===== src/sv/bni_pkg.sv =====
// ============================================================================
// bni_pkg
// Shared types and constants of the batch-norm inference block.
// ============================================================================
`timescale 1ns / 1ps
`default_nettype none

package bni_pkg;

    localparam int BN_MAX_CHANNELS = 64;
    localparam int BN_CHAN_W       = 6;
    localparam int BN_COUNT_W      = 7;
    localparam int BN_SAMPLE_BITS  = 16;
    localparam int BN_PARAM_W      = 16;
    localparam int BN_SCALE_W      = 32;
    localparam int BN_DIFF_W       = BN_SAMPLE_BITS + 1;
    localparam int BN_PROD_W       = BN_DIFF_W + BN_SCALE_W;
    localparam int BN_FRAC_SHIFT   = 24;
    localparam int BN_SHIFTED_W    = BN_PROD_W - BN_FRAC_SHIFT;
    localparam int BN_RESULT_W     = BN_SHIFTED_W + 1;

    localparam int BN_APB_ADDR_W   = 3;
    localparam int BN_APB_DATA_W   = 32;

    typedef enum logic {
        CMD_LOAD   = 1'b0,
        CMD_SAMPLE = 1'b1
    } t_bn_cmd;

    typedef enum logic {
        REG_CHANNEL_COUNT = 1'b0,
        REG_UNUSED        = 1'b1
    } t_bn_reg;

    typedef struct packed {
        t_bn_cmd                         command;
        logic [BN_CHAN_W-1:0]            load_channel;
        logic signed [BN_PARAM_W-1:0]    load_mean;
        logic signed [BN_PARAM_W-1:0]    load_istd;
        logic signed [BN_PARAM_W-1:0]    load_gamma;
        logic signed [BN_PARAM_W-1:0]    load_beta;
        logic signed [BN_SAMPLE_BITS-1:0] sample;
        logic                            first_of_tensor;
    } t_bn_in;

    typedef struct packed {
        logic signed [BN_SAMPLE_BITS-1:0] normalized;
        logic [BN_CHAN_W-1:0]            channel;
        logic                            saturated;
    } t_bn_out;

    typedef struct packed {
        logic                         en;
        logic [BN_CHAN_W-1:0]         channel;
        logic signed [BN_PARAM_W-1:0] mean;
        logic signed [BN_PARAM_W-1:0] istd;
        logic signed [BN_PARAM_W-1:0] gamma;
        logic signed [BN_PARAM_W-1:0] beta;
    } t_bn_load;

    typedef struct packed {
        logic                         en;
        logic [BN_CHAN_W-1:0]         channel;
    } t_bn_lookup;

    typedef struct packed {
        logic signed [BN_PARAM_W-1:0] mean;
        logic signed [BN_SCALE_W-1:0] scale;
        logic signed [BN_PARAM_W-1:0] beta;
    } t_bn_params;

endpackage

`default_nettype wire


===== src/sv/bni_param_store.sv =====
// ============================================================================
// bni_param_store
// Per-channel parameter memory; forms the scale on load, registered lookup.
// ============================================================================
`timescale 1ns / 1ps
`default_nettype none

module bni_param_store (
    input  wire logic               i_clk,
    input  wire bni_pkg::t_bn_load   i_load,
    input  wire bni_pkg::t_bn_lookup i_lookup,
    output bni_pkg::t_bn_params      o_params
);
    import bni_pkg::*;

    t_bn_params                   r_mem [BN_MAX_CHANNELS];
    t_bn_params                   r_rd_data;
    t_bn_params                   w_wr_data;
    logic signed [BN_SCALE_W-1:0] w_scale;

    // Q4.12 * Q4.12 gives Q8.24
    assign w_scale = BN_SCALE_W'(i_load.istd) * BN_SCALE_W'(i_load.gamma);

    always_comb begin
        w_wr_data.mean  = i_load.mean;
        w_wr_data.scale = w_scale;
        w_wr_data.beta  = i_load.beta;
    end

    always_ff @(posedge i_clk) begin
        if (i_load.en) begin
            r_mem[i_load.channel] <= w_wr_data;
        end
    end

    always_ff @(posedge i_clk) begin
        if (i_lookup.en) begin
            r_rd_data <= r_mem[i_lookup.channel];
        end
    end

    assign o_params = r_rd_data;

endmodule

`default_nettype wire


===== config.mk =====
export PLATFORM = sky130hd
export DESIGN_NAME = bni_param_store
export DESIGN_NICKNAME = d
export VERILOG_FILES = /design/src/sv/bni_pkg.sv /design/src/sv/bni_param_store.sv
export SDC_FILE = /design/constraint.sdc
export NUM_CORES = 2
export LEC_CHECK = 0
export BUFFER_PORTS_ARGS = -buffer_cell sky130_fd_sc_hd__clkbuf_2
export CORE_MARGIN = 4
export CORE_UTILIZATION = 31
export CTS_CLUSTER_SIZE = 24
export DETAILED_ROUTE_END_ITERATION = 8
export GPL_ROUTABILITY_DRIVEN = 0
export PLACE_DENSITY = 0.45
export SYNTH_ARGS = -nofsm -noshare
export SYNTH_HDL_FRONTEND = slang
export SYNTH_SLANG_ARGS = --single-unit

===== constraint.sdc =====
create_clock -name i_clk -period 15 [get_ports i_clk]
set_input_delay 0.75 -clock i_clk [delete_from_list [all_inputs] [get_ports i_clk]]
set_output_delay 0.75 -clock i_clk [all_outputs]
set_load 0.05 [all_outputs]

# Yosys cells after proc, flatten, opt, wreduce, memory -nomap -nowiden
# Memories as Yosys holds them, arrays and structs flattened. A register that Yosys moved wholly into a read port is not among the register bits.
# Cells that the tools add are included.
dict set report totals {
  ff_bits 0
  ram_bits 4096
  out_inout_bits 64
  memories 1
}
dict set report classes {
  multipliers 1
  mux 2
}
# name depth width read_ports rd_ports_with_merged_regs write_ports line_no
set mem_list {}
lappend mem_list {r_mem 64 64 1 1 1 bni_param_store.sv:16} ;# t_bn_params r_mem [BN_MAX_CHANNELS];
# cell n
set ops {}
lappend ops {{$mul A16 B16 Y32} 1}
lappend ops {{$mux W1} 2}

# Longest topological paths before layout
dict set report logic_depth {
  depth_word 2
  mapped_depth 22
  ltp_nobuf 20
}

# Worst setup path before layout
# No wires, ideal clock.
dict set report synth_timing {
  path_type {input port to flip-flop}
  start {input port i_load[47] (netlist name)}
  end {memory r_mem[0][47] (netlist name) (data pin)}
  setup_ps 722
  t_arrival_ps 8945
  path_slack_ps 5333
  path_stages 19
  n_path_buf 1
  path_cell_list {clkbuf_1 nand2_1 inv_1 fa_1 fa_1 fa_1 fa_1 fa_1 inv_1 fa_1 inv_1 ha_1 and2_1 a221oi_1 nand2_1 or4b_2 nand2_1 a211oi_1 a211oi_1}
}
dict set report synth_between {
  elab_chain_len 1
}
# item line_no
set synth_rtl {}
lappend synth_rtl {{from (decl)} bni_param_store.sv:10} ;# input wire bni_pkg::t_bn_load i_load,
lappend synth_rtl {{$mul A16 B16 Y32} bni_param_store.sv:22} ;# assign w_scale = BN_SCALE_W'(i_load.istd) * BN_SCALE_W'(i_load.gamma);
lappend synth_rtl {{via w_scale[31]} bni_param_store.sv:19} ;# logic signed [BN_SCALE_W-1:0] w_scale;
lappend synth_rtl {{to (decl)} bni_param_store.sv:16}
# The timed path passes the listed nets, and every way through them passes these cells.

# Final worst setup path
dict set report layout_timing {
  start {input port i_load[47] (netlist name)}
  end {memory r_mem[32][46] (netlist name) (data pin)}
}
# Same word-level chain as after synthesis.

==> impl_results.md <==
- Length of routed wiring on met1: 226500 um
- Post-synthesis compound-gate area fraction: 0.3435%
- # DRC: 0
- FP Rows: 269
- Routed WL: 515500 um
- Total CTS buffers: 434
- Area Growth Syn to Fin: 14.74%
- Final setup violation count: 0
- Smallest hold slack: 0.1301 ns
- Mapped Area: 166800 um^2
- First-pass GRT wire length: 705100 um
- Top cell type's share of synthesized area: 74.89%
- Clk slew on worst S/H paths: 0.06 ns
- # nets final: 7882
- Design Area, Final: 191400 um^2
- Worst R2R Path Depth: 3
- Syn avg cell area: 23.85 um^2
- Tmin final: 7.111 ns
- Crit path DAT: 7.70 ns
- Seq cells post-synth: 4160
- Post-synthesis mux area share: 18.15%
- Top post-synthesis cells by area: edfxtp_1, mux4_2, fa_1, inv_1, ha_1
- CP max stage cell: a311o_2
- Setup crit end kind: register
- Starting DRT DRC Count: 8888
- Placed cell areas: 177900 um^2
- Critical path depth: 19
- Final setup TNS: 0 ns
- Max Freq: 0.1406 GHz
- CTS resizes: 0
- Delay of the slowest critical-path stage: 0.95 ns
- GRT Util Overall: 18.45%
- Placed instance count: 14200
- Metal2 WL: 249300 um
- Worst Path Max Fanout: 64
- TritonCTS clock tree: built
- CP top delay family: adder cells
- Final worst-path cycle share: 47.40%
- CTS Sinks: 4160
- CP dominant cell by count: fa_1
- Clock Skews: 0.05718 ns
- IO Port Bufs: 142
- Number of enable flip-flop cells after synthesis: 4160
- Worst skew pair latency: 1.00 ns
- Main flop type after synthesis: edfxtp_1
- Via density: 5.225
- Share of cells above drive strength 1: 30.55%
- DP Wirelength: 270100 um
- Overflow after GRT: 0
- Hold Vio Cnt, Final: 0
- Starting Density: 31.09%
- Warnings from Yosys: 0
- Post-Synthesis Cells: 6995
- Most frequent cell after synthesis: edfxtp_1
- CP required: 15.59 ns
- Outcome: finished, final reports clean
- RSZ-0062 raised after global routing: false
- Seq/Total Area, Yosys: 74.89%
- Critical Path Start Type: input port
- Worst Hold Class: input port to register
- H-tree levels: 5
- Main combinational cell family by area after synthesis: multiplexers
- Antenna-violating nets left: 0
- Worst slew pin tran: 1.318 ns
- Die X: 741.6 um
- Unique masters post-synth: 48
- Synth Area in XOR/XNOR: 0.1680%
- Synth async-reset ratio: 0%
- Ports: 143
- Uppermost layer routed: met5
- Initial antenna violation count: 54
- Vias in the first global route: 80970
- Non-Filler Instances: 15000
- Number of hold buffers added after cts: 0
- Drt pass-1 iters: 5
- Max Slew Vio Count: 0
- Syn_nets: 7418
- Slew headroom: 12.13%
- Largest net degree at the start of global routing: 105
- Synth Area in Adders: 3.759%
- Metal3 WL: 30010 um
- Synth Area in Simple Gates: 1.152%
- Buf+Inv Stages, Crit Path: 4
- Die ar.: 549900 um^2
- Critical path class: input port to register
- Crit path cell chain: clkbuf_2 -> nand2_1 -> inv_1 -> fa_1 -> fa_1 -> fa_1 -> fa_1 -> fa_1 -> inv_1 -> fa_1 -> inv_1 -> ha_1 -> and3_1 -> nand4_1 -> nor2_1 -> o211ai_1 -> a21boi_0 -> a31o_2 -> a311o_2
- Hold path depth: 1
- Leading area contributor after synthesis: edfxtp_1
- Maxcap violations: 0
- Die Height: 741.6 um
- Top post-synthesis cells by count: edfxtp_1, mux4_2, inv_1, fa_1, clkbuf_1
- Buffer count from post-CTS setup fixing: 0
- Core ar.: 536500 um^2
- Detailed-route via count: 78380
- Routed WL per cell: 34.37 um
- Root Buffer: clkbuf_16
- CTS max path bufs: 4
-- logic make-up after synthesis --
family | count (synthesis)
AO/OA/AOI/OAI | 88
XOR/XNOR | 32
adder cells (fa/ha/maj) | 344
buffers and inverters | 629
flip-flops | 4160
multiplexers | 1344
AND/OR/NAND/NOR | 398
-- sequential cells by signal, indices dropped and copies added (netlist names) --
name,cells
o_params,64
r_mem,4096
-- metal layers --
metal,global-route usage [%],up-vias
li1,-,30340
met1,26.45,44740
met4,3.417,8
met5,0,-
met2,30.32,2710
met3,2.597,584
-- through the flow --
stage | setup slack (ns) | utilization, %
after floorplan | 5.333 | -
after global placement | 6.987 | 33.15
after detailed placement | 6.907 | 33.15
after CTS | 7.981 | 35.67
after global routing | 7.482 | 35.67
final | 7.889 | 35.67
-- placed cells by master, fill, tap and decap left out, drive strengths merged, types with 3 or more instances in the layout --
master and instances:
o21ai 16, clkinvlp 8, bufinv 31, xnor2 23
o21a 4, clkinv 190, o211ai 3, and3 3
mux4 1344, edfxtp 4160, a21oi 22, nor2 91
clkbuf 681, a31o 3, ha 82, and2 125
fa 262, o21bai 5, nor2b 4, nand4 4
a31oi 5, buf 233, nor3 6, a21o 12
nand3 12, nand2b 9, diode 9, a211oi 7
inv 301, xor2 9, nand2 133
-- cell type report --
type	instances	area (um^2)
fillers	49180	345100
inverters	288	1081
multi-input cells	2206	40110
diodes	9	22.52
flip-flops and latches	4160	124900
repair buffers	369	2769
clock inverters	242	2085
clock buffers	545	11430
well taps	7181	8985
-- final timing paths --
path            startpoint            end  slack [ns]
min reg2reg  r_mem[22][63]   o_params[63]        1.08
max             i_load[47]  r_mem[32][46]        7.89
min            i_lookup[6]    o_params[5]        0.13
max reg2reg  r_mem[31][47]   o_params[47]       12.59
Power is not shown: default switching activity piles up to over one toggle a cycle in this logic, so the estimate is an artifact.
